<file path="config.mk">
export PLATFORM = sky130hd
export DESIGN_NAME = char_stream_tokenizer_core
export DESIGN_NICKNAME = d
export VERILOG_FILES = /design/src/rtl/core/cst_pkg.sv /design/src/rtl/core/cst_front.sv /design/src/rtl/core/cst_queue.sv /design/src/rtl/core/cst_back.sv /design/src/rtl/core/char_stream_tokenizer_core.sv
export VERILOG_INCLUDE_DIRS = /design/src /design/src/rtl/core
export SDC_FILE = /design/constraint.sdc
export NUM_CORES = 1
export LEC_CHECK = 0
export BUFFER_PORTS_ARGS = -buffer_cell sky130_fd_sc_hd__buf_2
export CORE_MARGIN = 3
export CORE_UTILIZATION = 50
export CTS_BUF_LIST = sky130_fd_sc_hd__clkbuf_4 sky130_fd_sc_hd__clkbuf_8
export DETAILED_ROUTE_END_ITERATION = 10
export GPL_TIMING_DRIVEN = 0
export HOLD_SLACK_MARGIN = 0.03
export PLACE_DENSITY = 0.66
export SETUP_SLACK_MARGIN = 0.3
export SYNTH_ARGS = -nofsm -noshare
export SYNTH_HDL_FRONTEND = slang
export SYNTH_SLANG_ARGS = --single-unit
</file>
<file path="constraint.sdc">
create_clock -name clk -period 13.3 [get_ports clk]
set_input_delay 0.665 -clock clk [delete_from_list [all_inputs] [get_ports clk]]
set_output_delay 0.665 -clock clk [all_outputs]
set_load 0.05 [all_outputs]
</file>
<file path="src/rtl/core/assert_macros.svh">
// Assertion helpers used by the core top level.
`ifndef ASSERT_MACROS_SVH
`define ASSERT_MACROS_SVH

// Checked on every clock edge outside reset.
`define ASSERT_CLK(label, prop, msg) \
  label: assert property (@(posedge clk) disable iff (!rst_n) prop) else $error(msg);

// Checked on every clock edge, reset included.
`define ASSERT_ALWAYS(label, prop, msg) \
  label: assert property (@(posedge clk) prop) else $error(msg);

`endif

</file>
<file path="src/rtl/core/cst_pkg.sv">
package cst_pkg;

  localparam longint unsigned DEF_MAX_TEXT_LEN = 64'd65536;
  localparam int unsigned QUEUE_DEPTH = 4;
  localparam int unsigned RUN_MAX = 3;

  typedef enum logic [2:0] {
    LM_SPACE     = 3'd0,
    LM_IDENT     = 3'd1,
    LM_STRING    = 3'd2,
    LM_NUMBER    = 3'd3,
    LM_DIRECTIVE = 3'd4
  } lex_mode_t;

  typedef enum logic [3:0] {
    CL_NEWLINE = 4'd0,
    CL_SPACE   = 4'd1,
    CL_LETTER  = 4'd2,
    CL_DIGIT   = 4'd3,
    CL_HASH    = 4'd4,
    CL_PERIOD  = 4'd5,
    CL_QUOTE   = 4'd6,
    CL_SYMBOL  = 4'd7,
    CL_UNKNOWN = 4'd8
  } char_class_t;

  typedef enum logic [3:0] {
    K_OTHER     = 4'd0,
    K_IDENT     = 4'd1,
    K_STRING    = 4'd2,
    K_NUMBER    = 4'd3,
    K_DIRECTIVE = 4'd4,
    K_LPAREN    = 4'd5,
    K_RPAREN    = 4'd6,
    K_LBRACE    = 4'd7,
    K_RBRACE    = 4'd8,
    K_SEMI      = 4'd9,
    K_EOT       = 4'd10,
    K_ERROR     = 4'd11
  } tok_kind_t;

  localparam logic [7:0] CH_NEWLINE = 8'h0A;
  localparam logic [7:0] CH_HASH    = 8'h23;
  localparam logic [7:0] CH_PERIOD  = 8'h2E;
  localparam logic [7:0] CH_QUOTE   = 8'h22;
  localparam logic [7:0] CH_LPAREN  = 8'h28;
  localparam logic [7:0] CH_RPAREN  = 8'h29;
  localparam logic [7:0] CH_LBRACE  = 8'h7B;
  localparam logic [7:0] CH_RBRACE  = 8'h7D;
  localparam logic [7:0] CH_SEMI    = 8'h3B;
  localparam logic [7:0] CH_LESS    = 8'h3C;
  localparam logic [7:0] CH_GREATER = 8'h3E;
  localparam logic [7:0] CH_COMMA   = 8'h2C;
  localparam logic [7:0] CH_BSLASH  = 8'h5C;

  typedef struct packed {
    logic [7:0] char_code;
    logic       end_of_text;
  } in_item_t;

  typedef struct packed {
    logic [3:0]  token_kind;
    logic [15:0] token_offset;
    logic [15:0] token_length;
    logic        last_of_run;
  } out_item_t;

  typedef struct packed {
    logic [3:0]  kind;
    logic [15:0] offset;
    logic [15:0] length;
  } token_t;

  // Tokens caused by one character, in order; count is never zero in the queue.
  typedef struct packed {
    logic [1:0]             count;
    token_t [RUN_MAX-1:0]   tok;
  } run_t;

  typedef struct packed {
    logic push;
    run_t run;
  } q_push_t;

  typedef struct packed {
    logic valid;
    run_t run;
  } q_head_t;

  function automatic char_class_t char_class(input logic [7:0] c);
    char_class_t cl;
    if (c == CH_NEWLINE) begin
      cl = CL_NEWLINE;
    end else if (c == 8'h09 || c == 8'h0B || c == 8'h0C || c == 8'h0D || c == 8'h20) begin
      cl = CL_SPACE;
    end else if ((c >= 8'h41 && c <= 8'h5A) || (c >= 8'h61 && c <= 8'h7A)) begin
      cl = CL_LETTER;
    end else if (c >= 8'h30 && c <= 8'h39) begin
      cl = CL_DIGIT;
    end else if (c == CH_HASH) begin
      cl = CL_HASH;
    end else if (c == CH_PERIOD) begin
      cl = CL_PERIOD;
    end else if (c == CH_QUOTE) begin
      cl = CL_QUOTE;
    end else if (c == CH_LPAREN || c == CH_RPAREN || c == CH_LBRACE || c == CH_RBRACE ||
                 c == CH_LESS || c == CH_GREATER || c == CH_COMMA || c == CH_BSLASH ||
                 c == CH_SEMI) begin
      cl = CL_SYMBOL;
    end else begin
      cl = CL_UNKNOWN;
    end
    return cl;
  endfunction

  function automatic tok_kind_t symbol_kind(input logic [7:0] c);
    tok_kind_t k;
    unique case (c)
      CH_LPAREN: k = K_LPAREN;
      CH_RPAREN: k = K_RPAREN;
      CH_LBRACE: k = K_LBRACE;
      CH_RBRACE: k = K_RBRACE;
      CH_SEMI:   k = K_SEMI;
      default:   k = K_OTHER;
    endcase
    return k;
  endfunction

endpackage

</file>
<file path="src/rtl/core/cst_front.sv">
module cst_front #(
  parameter longint unsigned MAX_TEXT_LEN = cst_pkg::DEF_MAX_TEXT_LEN
) (
  input  logic               clk,
  input  logic               rst_n,
  input  logic               in_valid,
  input  logic               in_stall,
  input  cst_pkg::in_item_t  in_data,
  output cst_pkg::q_push_t   q_push
);
  import cst_pkg::*;

  localparam logic [15:0] POS_LIM =
    (MAX_TEXT_LEN - 64'd1 > 64'd65535) ? 16'hFFFF : 16'(MAX_TEXT_LEN - 64'd1);

  lex_mode_t   mode_r, mode_nxt;
  logic [15:0] pos_r, pos_nxt;
  logic [15:0] start_r, start_nxt;

  char_class_t cls;
  tok_kind_t   sym;
  logic [3:0]  pend_kind;
  logic        accept;
  logic [15:0] pos_inc;
  logic [15:0] span_ex;
  logic [16:0] span_sum;
  logic [15:0] span_in;

  lex_mode_t   mode_mid;
  logic [15:0] start_mid;
  logic [15:0] flush_len;
  logic [1:0]  main_cnt;
  token_t      main0, main1;
  logic        flush_en;
  run_t        run;

  assign accept    = in_valid && !in_stall;
  assign cls       = char_class(in_data.char_code);
  assign sym       = symbol_kind(in_data.char_code);
  assign pend_kind = {1'b0, mode_r};
  assign pos_inc   = (pos_r < POS_LIM) ? pos_r + 16'd1 : POS_LIM;
  assign span_ex   = (pos_r >= start_r) ? pos_r - start_r : 16'd0;
  assign span_sum  = {1'b0, span_ex} + 17'd1;
  assign span_in   = span_sum[16] ? 16'hFFFF : span_sum[15:0];

  // Next mode and pending start after this character, before end-of-text handling.
  always_comb begin
    mode_mid  = mode_r;
    start_mid = start_r;
    flush_len = span_in;
    unique case (mode_r)
      LM_IDENT, LM_NUMBER: begin
        if (!(cls == CL_DIGIT || (cls == CL_LETTER && mode_r == LM_IDENT))) begin
          mode_mid = LM_SPACE;
        end
      end
      LM_STRING, LM_DIRECTIVE: begin
        if (cls == CL_UNKNOWN || (mode_r == LM_STRING && cls == CL_QUOTE) ||
            (mode_r == LM_DIRECTIVE && cls == CL_NEWLINE)) begin
          mode_mid = LM_SPACE;
        end
      end
      default: begin
        mode_mid = LM_SPACE;
        start_mid = pos_r;
        flush_len = 16'd1;
        unique case (cls)
          CL_HASH:   mode_mid = LM_DIRECTIVE;
          CL_LETTER: mode_mid = LM_IDENT;
          CL_QUOTE:  mode_mid = LM_STRING;
          CL_DIGIT:  mode_mid = LM_NUMBER;
          default:   mode_mid = LM_SPACE;
        endcase
      end
    endcase
  end

  // Next state: end of text drops back to reset values.
  always_comb begin
    if (in_data.end_of_text) begin
      mode_nxt  = LM_SPACE;
      pos_nxt   = 16'd0;
      start_nxt = 16'd0;
    end else begin
      mode_nxt  = mode_mid;
      pos_nxt   = pos_inc;
      start_nxt = start_mid;
    end
  end

  // Tokens raised by this character.
  always_comb begin
    main_cnt = 2'd0;
    main0    = '{kind: K_ERROR, offset: start_r, length: span_in};
    main1    = '{kind: sym, offset: pos_r, length: 16'd1};
    unique case (mode_r)
      LM_IDENT, LM_NUMBER: begin
        if (cls == CL_DIGIT || (cls == CL_LETTER && mode_r == LM_IDENT)) begin
          main_cnt = 2'd0;
        end else if (cls == CL_NEWLINE || cls == CL_SPACE) begin
          main_cnt = 2'd1;
          main0.kind = pend_kind;
        end else if (cls == CL_SYMBOL) begin
          main_cnt = 2'd2;
          main0.kind = pend_kind;
          main0.length = span_ex;
        end else begin
          main_cnt = 2'd1;
        end
      end
      LM_STRING, LM_DIRECTIVE: begin
        if (cls == CL_UNKNOWN) begin
          main_cnt = 2'd1;
        end else if ((mode_r == LM_STRING && cls == CL_QUOTE) ||
                     (mode_r == LM_DIRECTIVE && cls == CL_NEWLINE)) begin
          main_cnt = 2'd1;
          main0.kind = pend_kind;
        end
      end
      default: begin
        main0.offset = pos_r;
        main0.length = 16'd1;
        unique case (cls)
          CL_SYMBOL: begin
            main_cnt = 2'd1;
            main0.kind = sym;
          end
          CL_PERIOD, CL_UNKNOWN: main_cnt = 2'd1;
          default: main_cnt = 2'd0;
        endcase
      end
    endcase

    flush_en  = in_data.end_of_text && (mode_mid != LM_SPACE);
    run.count = main_cnt;
    run.tok   = '0;
    run.tok[0] = main0;
    run.tok[1] = main1;
    if (in_data.end_of_text) begin
      if (flush_en) begin
        run.tok[run.count] = '{kind: {1'b0, mode_mid}, offset: start_mid, length: flush_len};
        run.count = run.count + 2'd1;
      end
      run.tok[run.count] = '{kind: K_EOT, offset: pos_inc, length: 16'd0};
      run.count = run.count + 2'd1;
    end
  end

  assign q_push.push = accept && (run.count != 2'd0);
  assign q_push.run  = run;

  always_ff @(posedge clk) begin
    if (!rst_n) begin
      mode_r  <= LM_SPACE;
      pos_r   <= 16'd0;
      start_r <= 16'd0;
    end else if (accept) begin
      mode_r  <= mode_nxt;
      pos_r   <= pos_nxt;
      start_r <= start_nxt;
    end
  end

endmodule

</file>
<file path="src/rtl/core/cst_queue.sv">
module cst_queue (
  input  logic              clk,
  input  logic              rst_n,
  input  cst_pkg::q_push_t  q_push,
  input  logic              pop,
  output cst_pkg::q_head_t  q_head,
  output logic              full
);
  import cst_pkg::*;

  localparam int unsigned PTR_W  = (QUEUE_DEPTH > 1) ? $clog2(QUEUE_DEPTH) : 1;
  localparam int unsigned FILL_W = $clog2(QUEUE_DEPTH + 1);

  run_t              mem_r [QUEUE_DEPTH];
  logic [PTR_W-1:0]  wr_ptr_r, wr_ptr_nxt;
  logic [PTR_W-1:0]  rd_ptr_r, rd_ptr_nxt;
  logic [FILL_W-1:0] fill_r, fill_nxt;
  logic              do_push, do_pop;

  assign full    = (fill_r == FILL_W'(QUEUE_DEPTH));
  assign do_push = q_push.push && !full;
  assign do_pop  = pop && (fill_r != '0);

  assign q_head.valid = (fill_r != '0);
  assign q_head.run   = mem_r[rd_ptr_r];

  always_comb begin
    wr_ptr_nxt = wr_ptr_r;
    rd_ptr_nxt = rd_ptr_r;
    fill_nxt   = fill_r;
    if (do_push) begin
      wr_ptr_nxt = (wr_ptr_r == PTR_W'(QUEUE_DEPTH - 1)) ? '0 : wr_ptr_r + PTR_W'(1);
    end
    if (do_pop) begin
      rd_ptr_nxt = (rd_ptr_r == PTR_W'(QUEUE_DEPTH - 1)) ? '0 : rd_ptr_r + PTR_W'(1);
    end
    if (do_push && !do_pop) begin
      fill_nxt = fill_r + FILL_W'(1);
    end else if (do_pop && !do_push) begin
      fill_nxt = fill_r - FILL_W'(1);
    end
  end

  always_ff @(posedge clk) begin
    if (do_push) begin
      mem_r[wr_ptr_r] <= q_push.run;
    end
  end

  always_ff @(posedge clk) begin
    if (!rst_n) begin
      wr_ptr_r <= '0;
      rd_ptr_r <= '0;
      fill_r   <= '0;
    end else begin
      wr_ptr_r <= wr_ptr_nxt;
      rd_ptr_r <= rd_ptr_nxt;
      fill_r   <= fill_nxt;
    end
  end

endmodule

</file>
<file path="src/rtl/core/cst_back.sv">
module cst_back (
  input  logic               clk,
  input  logic               rst_n,
  input  cst_pkg::q_head_t   q_head,
  output logic               pop,
  output logic               out_valid,
  input  logic               out_stall,
  output cst_pkg::out_item_t out_data
);
  import cst_pkg::*;

  logic [1:0] idx_r, idx_nxt;
  logic       valid_r, valid_nxt;
  out_item_t  data_r;
  logic       load;
  logic       is_last;
  token_t     sel;

  assign load    = !valid_r || !out_stall;
  assign sel     = q_head.run.tok[idx_r];
  assign is_last = (idx_r == q_head.run.count - 2'd1);
  assign pop     = load && q_head.valid && is_last;

  always_comb begin
    idx_nxt   = idx_r;
    valid_nxt = valid_r;
    if (load) begin
      valid_nxt = q_head.valid;
      if (q_head.valid) begin
        idx_nxt = is_last ? 2'd0 : idx_r + 2'd1;
      end
    end
  end

  always_ff @(posedge clk) begin
    if (!rst_n) begin
      idx_r   <= 2'd0;
      valid_r <= 1'b0;
    end else begin
      idx_r   <= idx_nxt;
      valid_r <= valid_nxt;
    end
  end

  always_ff @(posedge clk) begin
    if (load && q_head.valid) begin
      data_r <= '{token_kind: sel.kind, token_offset: sel.offset,
                  token_length: sel.length, last_of_run: is_last};
    end
  end

  assign out_valid = valid_r;
  assign out_data  = data_r;

endmodule

</file>
<file path="src/rtl/core/char_stream_tokenizer_core.sv">
// Path: an accepted character's tokens are written into the run queue as one run; the
// output register loads them from the queue head one token at a time. Throughput: one
// character per cycle unless in_stall; the output register sends one token per cycle
// unless out_stall, so a character raising k tokens occupies it for all k, and a four-entry
// run queue between lexer and output absorbs such bursts before in_stall rises.
// Reset: synchronous active-low rst_n empties the queue and returns the lexer to space mode.
module char_stream_tokenizer_core #(
  parameter longint unsigned MAX_TEXT_LEN = cst_pkg::DEF_MAX_TEXT_LEN
) (
  input  logic               clk,
  input  logic               rst_n,
  input  logic               in_valid,
  output logic               in_stall,
  input  cst_pkg::in_item_t  in_data,
  output logic               out_valid,
  input  logic               out_stall,
  output cst_pkg::out_item_t out_data
);
  import cst_pkg::*;
  `include "assert_macros.svh"

  q_push_t fe_push;
  q_head_t q_head;
  logic    q_full;
  logic    q_pop;

  // Stall the source only when the run queue has no room for another item's tokens.
  assign in_stall = q_full;

  // Front end: classify each byte, step the lexer, and bundle the tokens it raises.
  cst_front #(
    .MAX_TEXT_LEN(MAX_TEXT_LEN)
  ) u_front (
    .clk      (clk),
    .rst_n    (rst_n),
    .in_valid (in_valid),
    .in_stall (in_stall),
    .in_data  (in_data),
    .q_push   (fe_push)
  );

  // Decouple lexing from delivery; only non-empty runs are queued.
  cst_queue u_queue (
    .clk    (clk),
    .rst_n  (rst_n),
    .q_push (fe_push),
    .pop    (q_pop),
    .q_head (q_head),
    .full   (q_full)
  );

  // Back end: unpack each run onto the output register, one token per cycle unless out_stall.
  cst_back u_back (
    .clk       (clk),
    .rst_n     (rst_n),
    .q_head    (q_head),
    .pop       (q_pop),
    .out_valid (out_valid),
    .out_stall (out_stall),
    .out_data  (out_data)
  );

  // A run enters the queue only for an accepted item.
  `ASSERT_CLK(a_push_on_accept, fe_push.push |-> (in_valid && !in_stall), "push without accept")
  // Queued runs always carry at least one token.
  `ASSERT_CLK(a_run_nonempty, fe_push.push |-> (fe_push.run.count != 2'd0), "empty run queued")
  // The rest of a run follows directly after a token that is not the last of it.
  `ASSERT_CLK(a_run_contiguous,
              (out_valid && !out_stall && !out_data.last_of_run) |=> out_valid,
              "gap inside a run")
  // Reset empties the output register.
  `ASSERT_ALWAYS(a_reset_idle, !rst_n |=> !out_valid, "output valid after reset")

endmodule
</file>
# Word-level counts from Yosys, hierarchy flattened
# Memories as Yosys holds them, arrays and structs flattened. A register that Yosys moved wholly into a read port is not among the register bits.
# Cells that the tools add are included.
dict set report word_totals {
  out_inout_bits 39
  ram_bits 440
  register_bits 82
  mem_count 1
  wordCells 181
  input_bits 13
}
# name words word_bits read_ports rd_clocked_by_memory_dff write_ports line_no
set memory_table {}
lappend memory_table {u_queue.mem_r 4 110 1 1 1 cst_queue.sv:14} ;# run_t mem_r [QUEUE_DEPTH];
dict set report classes {
  n_mux 59
  n_lt_le_gt_ge 13
  n_reduce_logical 51
  n_eq_ne 34
  add_sub_neg 11
}
# op count
set op_table {}
lappend op_table {{$mux W110} 3}
lappend op_table {{$bwmux W108} 2}
lappend op_table {{$mux W16} 10}
lappend op_table {{$demux W36 S2} 2}
lappend op_table {{$mux W36} 3}
lappend op_table {{$eq A8 B6 Y1 const B} 10}
lappend op_table {{$bmux W36 S2} 1}
lappend op_table {{$mux W4} 14}
lappend op_table {{$eq A8 B4 Y1 const B} 5}
lappend op_table {{$pmux W16 S2} 1}
lappend op_table {{$eq A8 B7 Y1 const B} 3}
lappend op_table {{$pmux W4 S5} 1}
lappend op_table {{$logic_or A1 B1 Y1} 19}
lappend op_table {{$mux W2} 9}
lappend op_table {{$add A16 B1 Y17 const B} 1}
lappend op_table {{$logic_and A1 B1 Y1} 17}
lappend op_table {{$add A16 B1 Y16 const B} 1}
lappend op_table {{$eq A4 B3 Y1 const B} 4}
lappend op_table {{$ge A16 B16 Y1} 1}
lappend op_table {{$ge A8 B7 Y1 const B} 2}
lappend op_table {{$le A8 B7 Y1 const B} 2}
lappend op_table {{$lt A16 B16 Y1 const B} 1}
lappend op_table {{$sub A16 B16 Y16} 1}
lappend op_table {{$mux W3} 5}
lappend op_table {{other kinds (29)} 50}

# Logic depth before layout (Yosys ltp)
# Gate-level depths: netlist of the first run.
dict set report depth {
  word_depth 43
  mapped_depth 21
  mapped_depth_nobuf 19
}

# Modules after synthesis
# From an unflattened synthesis of the first run, not the netlist that was laid out.
dict set report unflattened {
  cells_unflattened 1719
  area_unflattened_um2 24380.9
}
# mod seq_area_each_um2 instances area_each_um2 cells_each
set modules_own_cells {}
lappend modules_own_cells {cst_queue 13392.8 1 16353.2 625}
lappend modules_own_cells {cst_front 700.7 1 5989.5 915}
lappend modules_own_cells {cst_back 1171.1 1 2038.2 179}

# Least setup slack after synthesis of the first run
# OpenSTA, ideal clock, no wires.
dict set report synth_path {
  kind {input to register}
  start {input port in_data[7] (netlist name)}
  end {memory u_queue.mem_r[0][0] (netlist name) (enable)}
  arrival_ns 6.096
  path_buffers 1
  setup_slack_ns 6.722
  stages 15
  t_required_ns 12.818
  setup_ns 0.482
  cell_sequence {buf_2 -> and3b_1 -> o2111ai_1 -> a21boi_2 -> nand2_1 -> o32a_1 -> o221ai_1 -> ha_1 -> o21ai_0 -> inv_1 -> ha_1 -> nand2_1 -> a21oi_1 -> a311oi_4 -> and2_1}
}
dict set report synth_via {
  elab_chain_cells 34
  elab_cells_between_ends 89
  cone_classes {2 x add/sub; 6 x order compare; 26 x eq/ne; 24 x mux; 31 x reduce/logical}
}
# item line_no
set synth_rtl {}
lappend synth_rtl {{start: declaration} char_stream_tokenizer_core.sv:14} ;# input cst_pkg::in_item_t in_data,
lappend synth_rtl {{$eq A8 B6 Y1} cst_pkg.sv:106} ;# end else if (c == CH_LPAREN || c == CH_RPAREN || c == CH_LBRACE || c == CH_RBRACE ||
lappend synth_rtl {{$logic_or A1 B1 Y1 (4 in a row)} cst_pkg.sv:106}
lappend synth_rtl {{$logic_or A1 B1 Y1 (4 in a row)} cst_pkg.sv:107} ;# c == CH_LESS || c == CH_GREATER || c == CH_COMMA || c == CH_BSLASH ||
lappend synth_rtl {{$mux W4} cst_pkg.sv:106}
lappend synth_rtl {{$mux W4} cst_pkg.sv:104} ;# end else if (c == CH_QUOTE) begin
lappend synth_rtl {{$mux W4} cst_pkg.sv:102} ;# end else if (c == CH_PERIOD) begin
lappend synth_rtl {{$mux W4} cst_pkg.sv:100} ;# end else if (c == CH_HASH) begin
lappend synth_rtl {{$mux W4} cst_pkg.sv:98} ;# end else if (c >= 8'h30 && c <= 8'h39) begin
lappend synth_rtl {{[3 not listed]} -}
lappend synth_rtl {{branches (longest 11 deep; another with $add A2 B1 Y2)} -}
lappend synth_rtl {{$mux W110 (*)} cst_front.sv:139} ;# if (in_data.end_of_text) begin
lappend synth_rtl {{$reduce_bool A2 Y1 (*)} cst_front.sv:149} ;# assign q_push.push = accept && (run.count != 2'd0);
lappend synth_rtl {{$logic_and A1 B1 Y1 (*)} cst_front.sv:149}
lappend synth_rtl {{$logic_and A1 B1 Y1 (*)} cst_queue.sv:21} ;# assign do_push = q_push.push && !full;
lappend synth_rtl {{named net u_queue.do_push} cst_queue.sv:18} ;# logic do_push, do_pop;
lappend synth_rtl {{$mux W1 (*)} cst_queue.sv:45} ;# if (do_push) begin
lappend synth_rtl {{$mux W1 (implied by the code) (*)} cst_queue.sv:46} ;# mem_r[wr_ptr_r] <= q_push.run;
lappend synth_rtl {{end: declaration} cst_queue.sv:14}
# Mark *: on every way through the listed nets, which the timed path passes. The select of a mux whose other input is x is not followed.

==> results.md, run 1 <==
- Netlist Area Pre-Place: 23,900 µm²
- Worst setup EP type: flop
- Final min period: 5.98 ns
- Hold Fails Final Rpt: 0
- CP startpoint kind: flop
- Synth cell types: 86
- Die Y: 224 µm
- Max-cap violations: 0
- Gpl congestion: 0.941
- Commonest cells in the synthesized netlist: edfxtp_1 (477), nand2_1 (116), mux4_2 (110), o21ai_0 (103), nor2_1 (79)
- Critical Path, Cell by Cell: inv_1 > ha_1 > clkbuf_1 > nand4_1 > or4_4 > o211ai_1 > o21a_1 > clkbuf_1 > buf_1 > and2_1 > ha_1 > nand2_1 > nor4_1 > and4_1 > buf_2 > and2_1 > buf_6 > buf_6 > nor2_1 > a31oi_1
- CP max FO: 10
- Dominant synthesized flop cell: edfxtp_1
- Setup bufs post-CTS: 0
- Area contributors post-synth: edfxtp_1 (60%), mux4_2 (10%), dfxtp_1 (3.9%), mux2i_1 (3.1%), o21ai_0 (2.2%)
- Cells after Synth: 1,622
- Count of final setup violators: 0
- Area Growth Syn to Fin: 12.3%
- Post-synth ARST share: 0
- Fin worst setup slack: 7.32 ns
- Worst-margin pin slew: 1.14 ns
- First-pass DRT Iterations: 6
- Place WS: 7.37 ns
- Final instance area: 26,800 µm²
- Final period utilization: 0.450
- Critical-path top delay cell: nor4_1
- Drt via density: 6.11
- Most frequent cell after synthesis: edfxtp_1
- Syn. warnings: 0
- Final WL: 60,000 µm
- Top cell type's share of synthesized area: 0.600
- Number of synthesized register bits: 524
- Total core area: 46,900 µm²
- FMAX: 0.167 GHz
- Initial Util: 0.509
- Die ar.: 50,400 µm²
- Largest area contributor in the netlist: edfxtp_1
- Detail Route Antenna Nets: 0
- Clk buf depth: 3
- Post-synthesis net count: 1,667
- Clk slew on worst S/H paths: 0.06 ns
- TritonCTS Buffers: 87
- Final Max Tran Viols: 0
- CP arrival: 6.35 ns
- H-tree depth: 3
- Pin count of the biggest net entering global routing: 57
- Gr usage total: 0.243
- IO Pins: 52
- CTS-repair resized insts: 0
- Die Width: 224 µm
- Slew HR: 0.238
- Overflow after GRT: 0
- Hold crit path type: in -> reg
- VDD IR max: 0.126 mV
- Sequential share of the synthesized area: 0.640
- Vias in the first global route: 15,260
- Worst path max stage delay: 0.59 ns
- Worst Skew: 0.0299 ns
- Row count: 79
- Via Count: 14,924
- Sink Count: 524
- CTS tree: done
- Latest clock arrival within the worst-skew pair: 0.67 ns
- Post-synth EDFFs: 477
- Area post-placement: 25,100 µm²
- Root Driver: clkbuf_8
- Initial antenna violation count: 0
- Worst Setup Path Type: reg -> reg
- Critical path required time: 13.67 ns
- Post-DP HPWL: 39,800 µm
- Syn_area_per_cell: 14.7 µm²
- Iter 0 DRT Violations: 1,504
- Port-buffer cells: 45
- First-pass GRT wire length: 92,500 µm
- WL/cell: 24.6 µm
- ANT cells: 0
- Drt drc: 0
- Power Density: 172 nW/µm²
- Setup TNS: 0 ns
- Hold buffers post-CTS: 0
- Leakage: 8.73 nW
- Share of cells above drive strength 1: 0.195
- Status: complete, no violations
- RSZ-0062 raised after global routing: false
- Layout Nets: 1,810
[registers in the layout, summed over array words and instances (netlist names), named ones only]
name	flops
u_back.idx_r	2
u_back.out_data	37
u_back.out_valid	1
u_front.mode_r	3
u_front.pos_r	16
u_front.start_r	16
u_queue.fill_r	3
u_queue.mem_r	440
u_queue.rd_ptr_r	2
u_queue.wr_ptr_r	2
[final timing paths]
path / slack (ns) / endpoint / cells after the start / startpoint
worst min register to register: 0.50 / u_back.out_valid$_SDFFE_PN0N_ / 2 / u_back.out_valid$_SDFFE_PN0N_
worst min-delay path: 0.30 / u_back.out_valid$_SDFFE_PN0N_ / 3 / out_stall
worst max-delay path: 7.32 / u_queue.mem_r[2][36]$_DFFE_PP_ / 20 / u_front.start_r[9]$_SDFFE_PN0P_
worst max register to register: 7.32 / u_queue.mem_r[2][36]$_DFFE_PP_ / 20 / u_front.start_r[9]$_SDFFE_PN0P_
[where the power goes]
group | switching, mW | internal [mW]
combinational | 0.774 | 0.386
sequential | 0.0487 | 2.03
clock | 0.633 | 0.741
[worst max-delay path, delay by kind of cell, from the launching register on]
family / cells / cell delay, ns
AOI/OAI and AO/OA: 3 / 0.90
adders and majority gates: 2 / 0.51
and+or+nand+nor: 8 / 2.16
buffers and inverters: 7 / 1.76
DFF: 1 / 0.37
[metal layers]
metal	GRT usage	share of wire
met1	0.339	0.43
met2	0.394	0.48
met3	0.0403	0.062
met4	0.0845	0.028
met5	0	0
[final cells by class]
type / count / area (µm²)
tap: 607 / 759
clock buffer: 119 / 1480
timing repair buffer: 54 / 465
sequential: 524 / 15300
multi-input combinational: 962 / 8030
clock inverter: 42 / 226
buffer: 103 / 454
inverter: 33 / 124
fill: 3795 / 20100
[kinds of logic (layout without fill, tap and decap cells)]
group,Yosys count,after routing,synth area share
AOI/OAI and AO/OA,320,320,0.0886
muxes,186,186,0.136
xor gates and xnor gates,30,30,0.0113
and+or+nand+nor,394,394,0.0830
DFF,524,524,0.640
buffers and inverters,136,351,0.0242
adders and majority gates,32,32,0.0174
[placed cells by master, fill, tap and decap left out, types with 30 or more instances in the layout]
master      n
o21ai_0   103
dfxtp_1    47
edfxtp_1  477
mux2i_1    74
ha_1       30
nor2_1     79
mux4_2    110
inv_1      31
a22oi_1    36
nor2b_1    34
buf_2      58
clkbuf_1   60
clkbuf_8   93
a21oi_1    45
nand2_1   116
[metrics by stage]
stage | total power, mW | cells | util | hold WS (ns)
3_5_place_dp | 3.29 | 2283 | 0.536 | 0.488
4_1_cts | 4.68 | 2444 | 0.572 | 0.232
6_report | 4.62 | 2444 | 0.572 | 0.301
3_3_place_gp | 3.28 | 2274 | 0.530 | 0.462
2_1_floorplan | 2.93 | 1622 | - | 0.468
5_1_grt | 4.83 | 2444 | 0.572 | 0.292
Note: power is estimated with default switching activity, not from simulation.
==> inputs of run 2 (changes only) <==
--- a/config.mk
+++ b/config.mk
@@ -13,7 +13,7 @@
 export DETAILED_ROUTE_END_ITERATION = 10
 export GPL_TIMING_DRIVEN = 0
 export HOLD_SLACK_MARGIN = 0.03
-export PLACE_DENSITY = 0.66
+export PLACE_DENSITY = 0.68
 export SETUP_SLACK_MARGIN = 0.3
 export SYNTH_ARGS = -nofsm -noshare
 export SYNTH_HDL_FRONTEND = slang
==> constraint.sdc (replaced) <==
create_clock -name clk -period 5.3 [get_ports clk]
set_input_delay 0.265 -clock clk [delete_from_list [all_inputs] [get_ports clk]]
set_output_delay 0.265 -clock clk [all_outputs]
set_load 0.05 [all_outputs]
==> results.md, run 2 (synthesis results as in run 1) <==
- Status: complete, no violations
- CP arrival: 5.21 ns
- CTS tree: done
- Final WL: 59,700 µm
- Sw power: 3.57 mW
- CP max FO: 10
- Row count: 79
- Port-buffer cells: 45
- Multi-input logic area: 8200 µm²
- Latest clock arrival within the worst-skew pair: 0.68 ns
- Hold slack: 0.159 ns
- Sequential share of power: 0.457
- Final cell count without fillers: 2,432
- Switch share: 0.312
- Reg with most FFs: u_queue.mem_r
- Internal power: 7.88 mW
- Combinational share of power: 0.256
- Slew HR: 0.207
- H-tree depth: 3
- VDD IR max: 0.315 mV
- RR Startpoint: u_front.pos_r[0]$_SDFFE_PN0P_
- Most frequent cells in the layout: edfxtp_1 (477), nand2_1 (115), mux4_2 (110), o21ai_0 (101), clkbuf_8 (89)
- Die Width: 224 µm
- Critical path required time: 5.66 ns
- Initial Util: 0.509
- Gpl congestion: 0.936
- Max reg flops: 440
- RSZ-0062 raised after global routing: true
- Final min period: 4.85 ns
- Min-delay src: in_valid
- Iter 0 DRT Violations: 1,374
- CP startpoint kind: flop
- Final Max Tran Viols: 0
- Die ar.: 50,400 µm²
- Power Density: 425 nW/µm²
- TritonCTS Buffers: 82
- Place WS: -0.556 ns
- First-pass GRT wire length: 91,200 µm
- Placed insts: 2,283
- Root Driver: clkbuf_8
- Count of final setup violators: 0
- Fin worst setup slack: 0.449 ns
- Worst setup EP type: flop
- Crit. Startpoint: u_front.pos_r[0]$_SDFFE_PN0P_
- Vias in the first global route: 15,082
- Layout Nets: 1,815
- Worst Setup Path Type: reg -> reg
- Post-DP HPWL: 40,200 µm
- Worst path max stage delay: 0.41 ns
- Pin count of the biggest net entering global routing: 57
- Gr usage total: 0.240
- Sequential Area: 15,300 µm²
- Total core area: 46,900 µm²
- Area Growth Syn to Fin: 12.9%
- Fill count: 3,747
- ANT cells: 0
- Overflow after GRT: 0
- WL/cell: 24.5 µm
- Share of cells above drive strength 1: 0.212
- Clk buf depth: 3
- Final period utilization: 0.915
- Util after Layout: 0.575
- Pwr Total: 11.5 mW
- Critical Path, Cell by Cell: inv_1 > ha_1 > inv_1 > fa_1 > a21o_1 > a221oi_4 > o21ai_2 > o21a_1 > clkbuf_4 > clkbuf_4 > and2_1 > ha_1 > nand2_1 > nor4_4 > and4_1 > buf_2 > and2_1 > buf_6 > buf_6 > nor2_2 > a31oi_4
- Hold crit path type: in -> reg
- Initial antenna violation count: 1
- Clock share of power: 0.288
- Max-cap violations: 0
- Drt via density: 6.14
- Drt drc: 0
- First-pass DRT Iterations: 5
- Leakage: 8.73 nW
- FMAX: 0.206 GHz
- Via Count: 14,934
- Hold Fails Final Rpt: 0
- IO Pins: 52
- Worst-margin pin slew: 1.19 ns
- Sink Count: 524
- Die Y: 224 µm
- Worst Skew: 0.0309 ns
- Clk slew on worst S/H paths: 0.06 ns
- Detail Route Antenna Nets: 0
- Most common cell after layout, fill and taps aside: edfxtp_1
- Critical-path top delay cell: fa_1
[run 2: area by class of cell]
type                            count  area share
Sequential cell                   524       0.567
Clock inverter                     27     0.00618
Buffer                            103      0.0176
Tap cell                          607      0.0282
Inverter                           33     0.00460
Clock buffer                      112      0.0519
Multi-Input combinational cell    962       0.304
Timing Repair Buffer               64      0.0203
[run 2: repair_timing]
item                                   in CTS  in global routing
gates resized for setup                    13                 36
endpoints found under the hold margin      13                  0
pin swaps                                   1                  7
setup buffers                               1                  6
hold buffers                                3                  0
setup endpoints to repair                 264                479
[run 2: worst max-delay path: cells and delay by family, from the launching register on]
family / cells / cell delay [ns]
AO/OA/AOI/OAI: 5 / 1.13
adder cells (fa/ha/maj): 3 / 0.88
buffers and inverters: 7 / 1.06
flip-flops: 1 / 0.39
AND/OR/NAND/NOR: 6 / 1.08
[run 2: worst paths after layout]
path | end | slack, ns | cells after the start
setup / recovery | u_queue.mem_r[0][36]$_DFFE_PP_ | 0.45 | 21
hold / removal | u_front.pos_r[2]$_SDFFE_PN0P_ | 0.16 | 4
setup reg to reg | u_queue.mem_r[0][36]$_DFFE_PP_ | 0.45 | 21
hold reg to reg | u_queue.wr_ptr_r[1]$_SDFFE_PN0P_ | 0.51 | 2
[run 2: metal layers]
layer	track usage	up-vias	wire length, µm
li1	-	6659	-
met1	0.335	7588	25600
met3	0.0371	118	3460
met4	0.0910	0	1970
met2	0.385	569	28700
met5	0	-	0
[run 2: power by group through the flow]
stage | Clock [mW] | Sequential (mW) | Combinational [mW]
2_1_floorplan | 0 | 5.86 | 1.49
3_3_place_gp | 0 | 5.34 | 2.83
3_5_place_dp | 0 | 5.32 | 2.94
4_1_cts | 3.37 | 5.24 | 2.97
5_1_grt | 3.56 | 5.27 | 3.14
6_report | 3.30 | 5.23 | 2.93
[run 2: metrics by stage]
stage | TNS (ns) | cell area [µm²]
after floorplan | 0 | 23900
after global placement | -724.34 | 24900
after detailed placement | -42.01 | 25100
after CTS | 0 | 26800
after global routing | 0 | 26900
final | 0 | 26900
==> inputs of run 3 (changes only) <==
--- a/config.mk
+++ b/config.mk
@@ -6,6 +6,7 @@
 export SDC_FILE = /design/constraint.sdc
 export NUM_CORES = 1
 export LEC_CHECK = 0
+export ABC_AREA = 1
 export BUFFER_PORTS_ARGS = -buffer_cell sky130_fd_sc_hd__buf_2
 export CORE_MARGIN = 3
 export CORE_UTILIZATION = 50
@@ -17,4 +18,5 @@
 export SETUP_SLACK_MARGIN = 0.3
 export SYNTH_ARGS = -nofsm -noshare
 export SYNTH_HDL_FRONTEND = slang
+export SYNTH_HIERARCHICAL = 1
 export SYNTH_SLANG_ARGS = --single-unit
==> results.md, run 3 <==
- Cells after Synth: 2,453
- Commonest cells in the synthesized netlist: edfxtp_1 (477), nand2_1 (378), nor2_1 (348), o21ai_0 (243), inv_1 (154)
- Most frequent cell after synthesis: edfxtp_1
- Place WS: -0.429 ns
- Pwr Total: 13.4 mW
- VDD IR max: 0.252 mV
- Worst path max stage delay: 0.41 ns
- Most common cell after layout, fill and taps aside: edfxtp_1
- CP arrival: 5.07 ns
- Total core area: 49,200 µm²
- GRT met1 Usage: 0.388
- Number of synthesized register bits: 524
- Drt drc: 0
- Switch share: 0.371
- Final Max Tran Viols: 0
- Worst Skew: 0.0302 ns
- Hold Fails Final Rpt: 0
- Most used cell, CP: inv_2
- Combinational share of power: 0.329
- Share of cells above drive strength 1: 0.156
- Final WL: 73,000 µm
- H-tree depth: 3
- Syn. warnings: 6
- Status: complete, no violations
- Largest area contributor in the netlist: edfxtp_1
- Reg with most FFs: u_queue/mem_r
- Die Y: 230 µm
- Power Density: 472 nW/µm²
- Dominant synthesized flop cell: edfxtp_1
- Row count: 81
- Layout Nets: 2,668
- Overflow after GRT: 0
- GRT met2 Usage: 0.428
- Initial Util: 0.509
- Port-buffer cells: 51
- TritonCTS Buffers: 86
- Worst setup EP type: flop
- Critical path required time: 5.65 ns
- Top Usage Layer GRT: met2
- Synth cell types: 49
- Sw power: 4.99 mW
- Area Growth Syn to Fin: 13.7%
- Die Width: 230 µm
- Gpl congestion: 0.928
- Clk slew on worst S/H paths: 0.06 ns
- Drt via density: 5.85
- Final min period: 4.73 ns
- Die ar.: 52,800 µm²
- First-pass GRT wire length: 110,000 µm
- Max-cap violations: 0
- Final period utilization: 0.892
- Initial antenna violation count: 2
- Latest clock arrival within the worst-skew pair: 0.67 ns
- Netlist Area Pre-Place: 25,000 µm²
- Max reg flops: 440
- Post-synthesis net count: 2,498
- Leakage: 10.8 nW
- Critical-path top delay cell: dfxtp_1
- Fill count: 4,146
- Post-synth EDFFs: 477
- Detail Route Antenna Nets: 0
- CTS tree: done
- Syn_area_per_cell: 10.2 µm²
- First-pass DRT Iterations: 7
- Slew HR: 0.346
- Via Count: 19,644
- Count of final setup violators: 0
- Root Driver: clkbuf_8
- Clk buf depth: 3
- Worst Setup Path Type: reg -> reg
- Top cell type's share of synthesized area: 0.572
- Hold crit path type: in -> reg
- FMAX: 0.211 GHz
- Pin count of the biggest net entering global routing: 40
- WL/cell: 21.7 µm
- Clock share of power: 0.272
- Most frequent cells in the layout: edfxtp_1 (477), nand2_1 (375), nor2_1 (344), o21ai_0 (241), inv_1 (152)
- Vias in the first global route: 18,430
- Post-DP HPWL: 51,600 µm
- Sink Count: 524
- IO Pins: 52
- Internal power: 8.46 mW
- RSZ-0062 raised after global routing: false
- Sequential share of power: 0.399
- Sequential share of the synthesized area: 0.610
- Gr usage total: 0.273
- Worst-margin pin slew: 0.972 ns
- CP startpoint kind: flop
- Met3 GRT Util: 0.0549
- Fin worst setup slack: 0.571 ns
- Iter 0 DRT Violations: 2,316
- Post-synth ARST share: 0
- Area contributors post-synth: edfxtp_1 (57%), nand2_1 (5.7%), nor2_1 (5.2%), o21ai_0 (4.9%), dfxtp_1 (3.8%)
- CP max FO: 24
==> run 3: cell types whose count changed after synthesis, sizes merged, moves of 43 or more <==
| cell | previous run | this run |
|---|---|---|
| o22ai | 27 | 129 |
| mux2i | 74 | 0 |
| o21ai | 110 | 366 |
| buf | 41 | 84 |
| nand3 | 29 | 139 |
| inv | 33 | 169 |
| nor2 | 85 | 393 |
| mux4 | 110 | 0 |
| nand2 | 116 | 386 |
==> run 3: layout make-up <==
cell class / instances / area (µm²) / share of cell area
Clock buffer: 112 / 1390 / 0.0486
Sequential cell: 524 / 15300 / 0.536
Clock inverter: 48 / 393 / 0.0138
Multi-Input combinational cell: 1619 / 8310 / 0.292
Buffer: 141 / 890 / 0.0312
Antenna cell: 1 / 2.50 / 0.0000879
Inverter: 171 / 647 / 0.0227
Tap cell: 664 / 831 / 0.0292
Timing Repair Buffer: 80 / 748 / 0.0263
==> run 3: routing by layer <==
layer,routed length [µm],vias to the layer above,share of wire
li1,-,9049,-
met1,30800,9542,0.42
met2,33600,939,0.46
met3,7020,112,0.096
met4,1560,2,0.021
met5,15,-,0.00021
==> run 3: worst max-delay path: cells and delay by family (launching register included) <==
kind	cells	cell delay, ns
AO/OA/AOI/OAI	2	0.38
buffers and inverters	10	1.59
flip-flops	1	0.41
AND/OR/NAND/NOR	12	1.60
adder cells (fa/ha/maj)	1	0.33
==> run 3: logic make-up after synthesis <==
kind of cell	share of synthesized area
and+or+nand+nor	0.173
AOI/OAI and AO/OA	0.133
DFF	0.610
buffers and inverters	0.0612
adders and majority gates	0.0166
xor gates and xnor gates	0.00630
==> run 3: power groups by stage <==
stage / Clock (mW) / Combinational, mW / Sequential [mW]
finish: 3.66 / 4.42 / 5.37
global placement: 0 / 4.15 / 5.49
detailed placement: 0 / 4.33 / 5.45
floorplan: 0 / 2.35 / 6.01
global route: 3.90 / 4.73 / 5.41
CTS: 3.70 / 4.36 / 5.37
==> run 3: worst paths after layout <==
| kind | start | depth (start not counted) | slack (ns) | endpoint |
|---|---|---|---|---|
| hold / removal | in_data[0] | 3 | 0.20 | u_queue/mem_r[2][109]$_DFFE_PP_ |
| setup reg to reg | u_front/mode_r[1]$_SDFFE_PN0P_ | 25 | 0.57 | u_queue/mem_r[3][60]$_DFFE_PP_ |
| hold reg to reg | u_front/start_r[12]$_SDFFE_PN0P_ | 2 | 0.47 | u_front/start_r[12]$_SDFFE_PN0P_ |
| setup / recovery | u_front/mode_r[1]$_SDFFE_PN0P_ | 25 | 0.57 | u_queue/mem_r[3][60]$_DFFE_PP_ |
==> run 3: per-stage QoR <==
stage	cells	utilization	setup TNS, ns	hold WS (ns)	area, µm²
3_3_place_gp	3168	0.532	-842.49	0.458	26200
2_1_floorplan	2453	-	0	0.386	25100
3_5_place_dp	3186	0.540	-35.51	0.467	26500
5_1_grt	3360	0.579	0	0.188	28500
6_report	3360	0.579	0	0.201	28500
4_1_cts	3356	0.578	0	0.154	28400
==> run 3: what timing repair did <==
item | 4_1_cts | 5_1_grt
hold buffers | 2 | 0
endpoints found under the setup margin | 254 | 186
pin swaps | 4 | 1
endpoints found under the hold margin | 12 | 0
resized for setup | 1 | 10
buffers inserted | 6 | 3
gates cloned | 2 | 0
